### config.mk
export PLATFORM = sky130hd
export DESIGN_NAME = shot_sequencer_fsm_core
export DESIGN_NICKNAME = d
export VERILOG_FILES = /design/src/ssf_pkg.sv /design/src/ssf_cfg_regs.sv /design/src/shot_sequencer_fsm_core.sv
export VERILOG_INCLUDE_DIRS = /design/src /design/src/src
export SDC_FILE = /design/constraint.sdc
export NUM_CORES = 1
export LEC_CHECK = 0
export ABC_AREA = 1
export BUFFER_PORTS_ARGS = -buffer_cell sky130_fd_sc_hd__buf_2
export CAP_MARGIN = 10
export CORE_ASPECT_RATIO = 0.75
export CORE_MARGIN = 4
export CORE_UTILIZATION = 30
export CTS_BUF_LIST = sky130_fd_sc_hd__clkbuf_8 sky130_fd_sc_hd__clkbuf_16
export DETAILED_ROUTE_END_ITERATION = 8
export SETUP_SLACK_MARGIN = 0.5
export SYNTH_ARGS = -nofsm -noshare
export SYNTH_HDL_FRONTEND = slang
export SYNTH_SLANG_ARGS = --single-unit
### constraint.sdc
create_clock -name clk -period 10.65 [get_ports clk]
set_input_delay 1.065 -clock clk [delete_from_list [all_inputs] [get_ports clk]]
set_output_delay 1.065 -clock clk [all_outputs]
set_load 0.005 [all_outputs]
### src/assert_macros.svh
// Assertion macros used by the top level of the shot sequencer.
`ifndef ASSERT_MACROS_SVH
`define ASSERT_MACROS_SVH

// Check a property on every rising clk edge, suspended while arst_n is low.
`define ASSERT_CLK(lbl, prop, msg) \
	lbl: assert property (@(posedge clk) disable iff (!arst_n) (prop)) else $error(msg);

// Check an implication on every rising clk edge, suspended while arst_n is low.
`define ASSERT_IMPL(lbl, ante, cons, msg) \
	lbl: assert property (@(posedge clk) disable iff (!arst_n) (ante) |-> (cons)) else $error(msg);

// Check a next-cycle implication, suspended while arst_n is low.
`define ASSERT_NEXT(lbl, ante, cons, msg) \
	lbl: assert property (@(posedge clk) disable iff (!arst_n) (ante) |=> (cons)) else $error(msg);

`endif

### src/ssf_pkg.sv
// Package: payload structs, configuration struct and register indexes of the shot sequencer.
package ssf_pkg;

	localparam int CFG_DATA_W = 16;
	localparam int CFG_IDX_W  = 3;
	localparam int DURATION_W = 16;
	localparam int COUNT_W    = 3;

	// configuration register indexes
	localparam logic [CFG_IDX_W-1:0] CFG_SPINUP_TICKS    = 3'd0;
	localparam logic [CFG_IDX_W-1:0] CFG_DUNK_WAIT_TICKS = 3'd1;
	localparam logic [CFG_IDX_W-1:0] CFG_FORWARD_TICKS   = 3'd2;
	localparam logic [CFG_IDX_W-1:0] CFG_BACK_TICKS      = 3'd3;
	localparam logic [CFG_IDX_W-1:0] CFG_DROP_TICKS      = 3'd4;
	localparam logic [CFG_IDX_W-1:0] CFG_DUNK_COUNT      = 3'd5;

	// register reset values
	localparam logic [DURATION_W-1:0] SPINUP_TICKS_RST    = 16'd200;
	localparam logic [DURATION_W-1:0] DUNK_WAIT_TICKS_RST = 16'd300;
	localparam logic [DURATION_W-1:0] FORWARD_TICKS_RST   = 16'd25;
	localparam logic [DURATION_W-1:0] BACK_TICKS_RST      = 16'd25;
	localparam logic [DURATION_W-1:0] DROP_TICKS_RST      = 16'd50;
	localparam logic [COUNT_W-1:0]    DUNK_COUNT_RST      = 3'd4;

	typedef struct packed {
		logic trigger_down;
		logic drive_mode;
		logic spin_on_request;
		logic spin_off_request;
	} ssf_in_t;

	typedef struct packed {
		logic               fire_pulse;
		logic               retract_pulse;
		logic               arm_stop_pulse;
		logic               dunk_speed_pulse;
		logic               spinners_running;
		logic [2:0]         sequence_state;
		logic [COUNT_W-1:0] shots_waiting;
	} ssf_out_t;

	typedef struct packed {
		logic [DURATION_W-1:0] spinup_ticks;
		logic [DURATION_W-1:0] dunk_wait_ticks;
		logic [DURATION_W-1:0] forward_ticks;
		logic [DURATION_W-1:0] back_ticks;
		logic [DURATION_W-1:0] drop_ticks;
		logic [COUNT_W-1:0]    dunk_count;
	} ssf_cfg_t;

endpackage

### src/ssf_cfg_regs.sv
// Configuration register file of the shot sequencer: write-only, reset to defaults.
module ssf_cfg_regs
	import ssf_pkg::*;
(
	input  logic                  clk,
	input  logic                  arst_n,
	input  logic                  cfg_we,
	input  logic [CFG_IDX_W-1:0]  cfg_index,
	input  logic [CFG_DATA_W-1:0] cfg_wdata,
	output ssf_cfg_t              cfg
);

	ssf_cfg_t cfg_q;

	// decode the index, ignore writes past the last register
	always_ff @(posedge clk or negedge arst_n) begin
		if (!arst_n) begin
			cfg_q.spinup_ticks    <= SPINUP_TICKS_RST;
			cfg_q.dunk_wait_ticks <= DUNK_WAIT_TICKS_RST;
			cfg_q.forward_ticks   <= FORWARD_TICKS_RST;
			cfg_q.back_ticks      <= BACK_TICKS_RST;
			cfg_q.drop_ticks      <= DROP_TICKS_RST;
			cfg_q.dunk_count      <= DUNK_COUNT_RST;
		end else if (cfg_we) begin
			unique case (cfg_index)
				CFG_SPINUP_TICKS:    cfg_q.spinup_ticks    <= cfg_wdata;
				CFG_DUNK_WAIT_TICKS: cfg_q.dunk_wait_ticks <= cfg_wdata;
				CFG_FORWARD_TICKS:   cfg_q.forward_ticks   <= cfg_wdata;
				CFG_BACK_TICKS:      cfg_q.back_ticks      <= cfg_wdata;
				CFG_DROP_TICKS:      cfg_q.drop_ticks      <= cfg_wdata;
				CFG_DUNK_COUNT:      cfg_q.dunk_count      <= cfg_wdata[COUNT_W-1:0];
				default: ;
			endcase
		end
	end

	assign cfg = cfg_q;

endmodule

### src/shot_sequencer_fsm_core.sv
// Top level of the shot sequencer: tick handshake, sequence state machine and result register.
//
//  channel | direction | handshake             | payload
//  --------+-----------+-----------------------+-----------------------------
//  in      | input     | in_valid / in_ready   | in_data  (ssf_in_t), one tick
//  out     | output    | out_valid / out_ready | out_data (ssf_out_t), one result
//  cfg     | input     | cfg_we                | cfg_index, cfg_wdata
//
// One tick per cycle while in_ready is high: the whole state update is one combinational pass
// from the state registers and the incoming tick into the state and result registers.
// The result is registered and appears in the cycle after its tick transfer.
// in_ready drops only while a result is held and out_ready is low.
// Reset: sequence off, timer, queue and flags cleared (prev_drive set), register defaults loaded.
`include "assert_macros.svh"

module shot_sequencer_fsm_core
	import ssf_pkg::*;
#(
	parameter int QUEUE_MAX  = 4,
	parameter int TIMER_BITS = 16
) (
	input  logic                  clk,
	input  logic                  arst_n,
	input  logic                  in_valid,
	output logic                  in_ready,
	input  ssf_in_t               in_data,
	output logic                  out_valid,
	input  logic                  out_ready,
	output ssf_out_t              out_data,
	input  logic                  cfg_we,
	input  logic [CFG_IDX_W-1:0]  cfg_index,
	input  logic [CFG_DATA_W-1:0] cfg_wdata
);

	localparam int QW    = $clog2(QUEUE_MAX + 1);
	localparam int CMP_W = (TIMER_BITS > DURATION_W) ? TIMER_BITS : DURATION_W;
	localparam int DC_W  = (QW > COUNT_W) ? QW : COUNT_W;
	localparam logic [TIMER_BITS-1:0] TIMER_TOP = {TIMER_BITS{1'b1}};
	localparam logic [QW-1:0]         Q_MAX     = QW'(QUEUE_MAX);

	typedef enum logic [2:0] {
		ST_OFF     = 3'd0,
		ST_SPINUP  = 3'd1,
		ST_READY   = 3'd2,
		ST_FORWARD = 3'd3,
		ST_BACK    = 3'd4,
		ST_DROP    = 3'd5
	} seq_state_t;

	ssf_cfg_t cfg;

	seq_state_t            st_q, st_d;
	logic [TIMER_BITS-1:0] tmr_q, tmr_d;
	logic [QW-1:0]         q_q, q_d;
	logic                  spin_q, spin_d;
	logic                  held_q, held_d;
	logic                  prev_drive_q;
	logic                  out_valid_q;
	ssf_out_t              out_q, out_d;
	logic                  in_xfer;
	logic                  fire, retract, stop, dunk;

	ssf_cfg_regs u_cfg (
		.clk       (clk),
		.arst_n    (arst_n),
		.cfg_we    (cfg_we),
		.cfg_index (cfg_index),
		.cfg_wdata (cfg_wdata),
		.cfg       (cfg)
	);

	// result register frees up when empty or being drained
	assign in_ready = !out_valid_q || out_ready;
	assign in_xfer  = in_valid && in_ready;

	// one tick: mode, spinner requests, timer, trigger edge, then the ordered checks
	always_comb begin
		st_d    = st_q;
		tmr_d   = tmr_q;
		q_d     = q_q;
		spin_d  = spin_q;
		held_d  = held_q;
		fire    = 1'b0;
		retract = 1'b0;
		stop    = 1'b0;
		dunk    = 1'b0;

		// leaving drive mode stops the spinners
		if (prev_drive_q && !in_data.drive_mode)
			spin_d = 1'b0;

		// spinner buttons, on has priority
		if (in_data.drive_mode) begin
			if (!spin_d && in_data.spin_on_request) begin
				spin_d = 1'b1;
				q_d    = '0;
			end else if (spin_d && in_data.spin_off_request) begin
				spin_d = 1'b0;
			end
		end

		// saturating tick timer
		if (tmr_d != TIMER_TOP)
			tmr_d = tmr_d + 1'b1;

		// trigger press: queue a shot, or start a dunk burst in climb mode
		if (in_data.trigger_down) begin
			if (!held_d) begin
				held_d = 1'b1;
				if (in_data.drive_mode) begin
					if (q_d < Q_MAX)
						q_d = q_d + 1'b1;
				end else begin
					if (DC_W'(cfg.dunk_count) > DC_W'(QUEUE_MAX))
						q_d = Q_MAX;
					else
						q_d = QW'(cfg.dunk_count);
					dunk   = 1'b1;
					st_d   = ST_SPINUP;
					spin_d = 1'b1;
					tmr_d  = '0;
				end
			end
		end else begin
			held_d = 1'b0;
		end

		// fire from ready with shots queued, or from spin up after the dunk wait
		if ((st_d == ST_READY && q_d != '0 && spin_d) ||
			(st_d == ST_SPINUP && CMP_W'(tmr_d) >= CMP_W'(cfg.dunk_wait_ticks))) begin
			fire  = 1'b1;
			tmr_d = '0;
			st_d  = ST_FORWARD;
			if (q_d != '0)
				q_d = q_d - 1'b1;
		end
		if (st_d == ST_FORWARD && CMP_W'(tmr_d) >= CMP_W'(cfg.forward_ticks)) begin
			retract = 1'b1;
			st_d    = ST_BACK;
			tmr_d   = '0;
		end
		if (st_d == ST_BACK && CMP_W'(tmr_d) >= CMP_W'(cfg.back_ticks)) begin
			stop  = 1'b1;
			st_d  = ST_DROP;
			tmr_d = '0;
		end
		if (st_d == ST_DROP && CMP_W'(tmr_d) >= CMP_W'(cfg.drop_ticks))
			st_d = ST_READY;
		if (st_d == ST_OFF) begin
			if (spin_d)
				st_d = ST_SPINUP;
			else
				tmr_d = '0;
		end
		if (st_d == ST_SPINUP && CMP_W'(tmr_d) >= CMP_W'(cfg.spinup_ticks)) begin
			tmr_d = '0;
			st_d  = ST_READY;
		end
		if (st_d == ST_READY && !spin_d)
			st_d = ST_OFF;

		out_d.fire_pulse       = fire;
		out_d.retract_pulse    = retract;
		out_d.arm_stop_pulse   = stop;
		out_d.dunk_speed_pulse = dunk;
		out_d.spinners_running = spin_d;
		out_d.sequence_state   = st_d;
		out_d.shots_waiting    = COUNT_W'(q_d);
	end

	// state and result register
	always_ff @(posedge clk or negedge arst_n) begin
		if (!arst_n) begin
			st_q         <= ST_OFF;
			tmr_q        <= '0;
			q_q          <= '0;
			spin_q       <= 1'b0;
			held_q       <= 1'b0;
			prev_drive_q <= 1'b1;
			out_valid_q  <= 1'b0;
			out_q        <= '0;
		end else begin
			if (in_xfer) begin
				st_q         <= st_d;
				tmr_q        <= tmr_d;
				q_q          <= q_d;
				spin_q       <= spin_d;
				held_q       <= held_d;
				prev_drive_q <= in_data.drive_mode;
				out_q        <= out_d;
				out_valid_q  <= 1'b1;
			end else if (out_ready) begin
				out_valid_q <= 1'b0;
			end
		end
	end

	assign out_valid = out_valid_q;
	assign out_data  = out_q;

	// queue never passes its limit
	`ASSERT_CLK(a_queue_limit, q_q <= Q_MAX, "shot queue above limit")
	// every tick transfer leaves a result waiting in the next cycle
	`ASSERT_NEXT(a_result_follows, in_xfer, out_valid_q, "tick transfer produced no result")
	// a dunk burst always forces the spinners on
	`ASSERT_IMPL(a_dunk_spin, out_valid_q && out_q.dunk_speed_pulse,
		out_q.spinners_running, "dunk without spinners running")
	// a held trigger never starts a second dunk
	`ASSERT_NEXT(a_dunk_edge, in_xfer && held_q && in_data.trigger_down,
		!out_q.dunk_speed_pulse, "dunk started on held trigger")

endmodule
==> impl_metrics.py <==
metrics = {
    "logic_synthesis": {
        "postSynthCellCount": 1025,
        "synth_top_area_frac": 0.312,
        "synth_area_leaders": "dfrtp_1 (31%), ha_1 (14%), nand2_1 (12%)",
        "synth_edf_count": 0,
        "async_reset_ff_frac": 1.00,
        "synth_top_area_cell": "dfrtp_1",
        "synth_nets": 1138,
        "synth_area_sq_um": 7620,
        "ys_seq_area_frac": 0.374,
        "yosys_most_used_dff": "dfrtp_1",
        "ys_warn_count": 0,
        "avgSynthCellArea_sq_um": 7.44,
        "ys_types": 49,
        "synth_seq_cells": 113,
    },
    "clocking": {
        "htree_levels": 4,
        "cts_buffers": 17,
        "cts.clk_slew.worst_paths_ps": 60,
        "cts_sinks": 113,
        "clockBufferDepth": 2,
        "clock_latency_ps": 420,
        "cts_tree": "done",
        "clock-root-buffer": "clkbuf_16",
    },
    "sta": {
        "slew_violations": 0,
        "fin_worst_skew_ps": 9.42,
        "rsz0062_at_grt": "false",
        "slew_headroom": 0.257,
        "finalHoldViolations": 0,
        "max_freq_mhz": 108,
        "period_share": 0.866,
        "tightest_slew_ps": 1110,
        "setup_violations": 0,
        "setup-tns-final_ps": 0,
        "period_needed_ps": 9230,
    },
    "final_layout": {
        "syn_to_final_growth_pct": 14.4,
        "nets": 1169,
        "fillers": 2634,
        "drive_gt1_frac": 0.122,
        "finish.instance_area_sq_um": 8720,
        "antenna_cells": 0,
    },
    "global_route": {
        "grt_pass1_wl_microns": 35500,
        "grt_max_degree": 66,
        "grt_pass1_vias": 6271,
        "gr-total-overflow": 0,
        "antenna_found_initial": 0,
        "grt_usage": 0.164,
    },
    "setup_path": {
        "startpoint_type": "register",
        "cp_slowest_cell": "o21ai_1",
        "worstPathArrival_ps": 9500,
        "crit_buf_inv": 8,
        "crit_path_end_kind": "register",
        "path_max_fanout": 21,
        "max_stage_delay_ps": 600,
        "critPathRequiredTime_ps": 10920,
        "crit_family": "simple AND/OR/NAND/NOR gates",
        "crit_top_cell": "nand2_1",
        "worstSetupPathType": "register to register",
    },
    "route": {
        "first_pass_iters": 6,
        "drc": 0,
        "vias": 6655,
        "routedWlPerCell_microns": 16.0,
        "ant_nets": 0,
        "wirelength_microns": 22600,
        "drt_iter0_markers": 639,
        "via_per_inst": 4.73,
    },
    "floorplan": {
        "row_count": 50,
        "start_util": 0.305,
        "die_area_sq_um": 28100,
        "dieWidth_microns": 192,
        "io_pins": 41,
        "core_area_sq_um": 25000,
        "fp.dieH_microns": 146,
    },
    "place": {
        "dp_hpwl_microns": 17400,
        "port_buffers": 40,
        "dpl-instance-area_sq_um": 8130,
        "place_congestion": 0.921,
    },
    "worst_hold_path": {
        "hp-class": "register to register",
    },
    "power": {
        "p_leak_nw": 4.76,
        "power_density_nw_per_um2": 194,
        "ir_drop_mv": 0.101,
    },
    "outcome": {
        "status": "finished clean",
    },
    "job": {
        "drv_cap": 0,
    },
}
==> state kept, by name (all words and copies together), names as in the netlist <==
register	cells
out_data	11
u_cfg.cfg	83
tmr_q	16
prev_drive_q	1
out_valid	1
held_q	1
==> worst register-to-register path: cells and delay by family (launching register included) <==
kind / cells / cell delay [ps]
and+or+nand+nor: 25 / 3870
AOI/OAI and AO/OA: 13 / 2520
adders and majority gates: 5 / 1430
buffers and inverters: 8 / 680
DFF: 1 / 350
xor gates and xnor gates: 1 / 270
==> layout make-up <==
cell class | instances | area (sq um) | area share
inverter | 193 | 727 | 0.0834
tap | 338 | 423 | 0.0485
clock buffer | 19 | 453 | 0.0519
timing repair buffer | 43 | 225 | 0.0258
clock inverter | 13 | 138 | 0.0158
multi-input combinational | 688 | 3910 | 0.448
sequential | 113 | 2850 | 0.327
==> stage by stage <==
stage	worst slack (ps)	hold WS, ps	total power [W]	utilization	instances
6_report	1420	480	0.00169	0.349	1407
5_1_grt	500	507	0.00181	0.349	1407
4_1_cts	1380	486	0.00169	0.349	1407
3_5_place_dp	1160	473	0.00111	0.326	1375
3_3_place_gp	1270	466	0.00110	0.326	1375
2_1_floorplan	2890	453	0.000937	-	1025
==> worst paths after layout <==
path                                                 from                        end  slack [ps]  cells after the start
worst min-delay path            u_cfg.cfg[61]$_DFFE_PN0P_  u_cfg.cfg[61]$_DFFE_PN0P_         480                      2
worst max register to register       tmr_q[0]$_DFFE_PN0P_       tmr_q[1]$_DFFE_PN0P_        1420                     52
worst min register to register  u_cfg.cfg[61]$_DFFE_PN0P_  u_cfg.cfg[61]$_DFFE_PN0P_         480                      2
worst max-delay path                 tmr_q[0]$_DFFE_PN0P_       tmr_q[1]$_DFFE_PN0P_        1420                     52
max in group asynchronous                          arst_n  u_cfg.cfg[41]$_DFFE_PN0P_        8710                      2
min in group asynchronous                          arst_n  u_cfg.cfg[62]$_DFFE_PN0P_         690                      1
==> cells by family (layout without fill, tap and decap cells) <==
logic type | after synthesis | count (layout) | synth area share
DFF | 113 | 113 | 0.374
and+or+nand+nor | 387 | 387 | 0.218
AOI/OAI and AO/OA | 208 | 208 | 0.145
adders and majority gates | 85 | 85 | 0.140
xor gates and xnor gates | 8 | 8 | 0.00919
buffers and inverters | 224 | 268 | 0.114
==> synth_stat cells, types with 2 or more instances <==
master	count
nor3_2	8
nand3_1	19
and2_1	2
xor2_1	7
o211ai_1	3
nor2_2	5
inv_2	8
nor3_1	10
o31ai_1	2
buf_6	3
o21ai_0	129
a211oi_1	2
ha_1	85
a21oi_1	51
a31oi_1	2
nor4_1	3
nand3_2	2
nand2_1	249
o21ai_1	7
o21ai_2	2
nand2_4	2
clkbuf_1	24
nand2_2	3
nand4_1	9
dfstp_2	18
dfrtp_1	95
inv_1	184
nor2_1	70
==> repair_timing <==
action,CTS,global route
resized for setup,0,5
hold buffers,0,0
buffers inserted,0,0
setup endpoints to repair,0,17
endpoints found under the hold margin,0,0
==> where the power goes <==
part           total [W]  internal [W]  switching, W
clock network   0.000574      0.000356      0.000218
registers       0.000575      0.000518     0.0000562
logic           0.000540      0.000186      0.000353
total            0.00169       0.00106      0.000627
==> metal layers <==
layer | up-vias | GRT usage | share of wire
met5 | - | 0 | 0
met4 | 0 | 0.0367 | 0.010
met3 | 20 | 0.0418 | 0.069
met2 | 188 | 0.221 | 0.39
met1 | 3117 | 0.261 | 0.53
li1 | 3330 | - | -
==> layout by cell type (no fill, tap or decap), drive strengths merged, types with 2 or more instances in the layout <==
cell type / synthesis / layout
clkinvlp: 0 / 4
nor4: 3 / 3
nand4: 10 / 10
nor2: 76 / 76
xor2: 7 / 7
ha: 85 / 85
o21ai: 138 / 138
o31ai: 2 / 2
nand2: 254 / 254
o211ai: 4 / 4
nand3: 22 / 22
and2: 2 / 2
dfstp: 18 / 18
inv: 193 / 197
a31oi: 2 / 2
a211oi: 2 / 2
nor3: 18 / 18
a21oi: 51 / 51
bufinv: 0 / 2
clkinv: 0 / 3
clkbuf: 25 / 19
buf: 6 / 43
dfrtp: 95 / 95
Note: power is estimated with default switching activity, not from simulation.
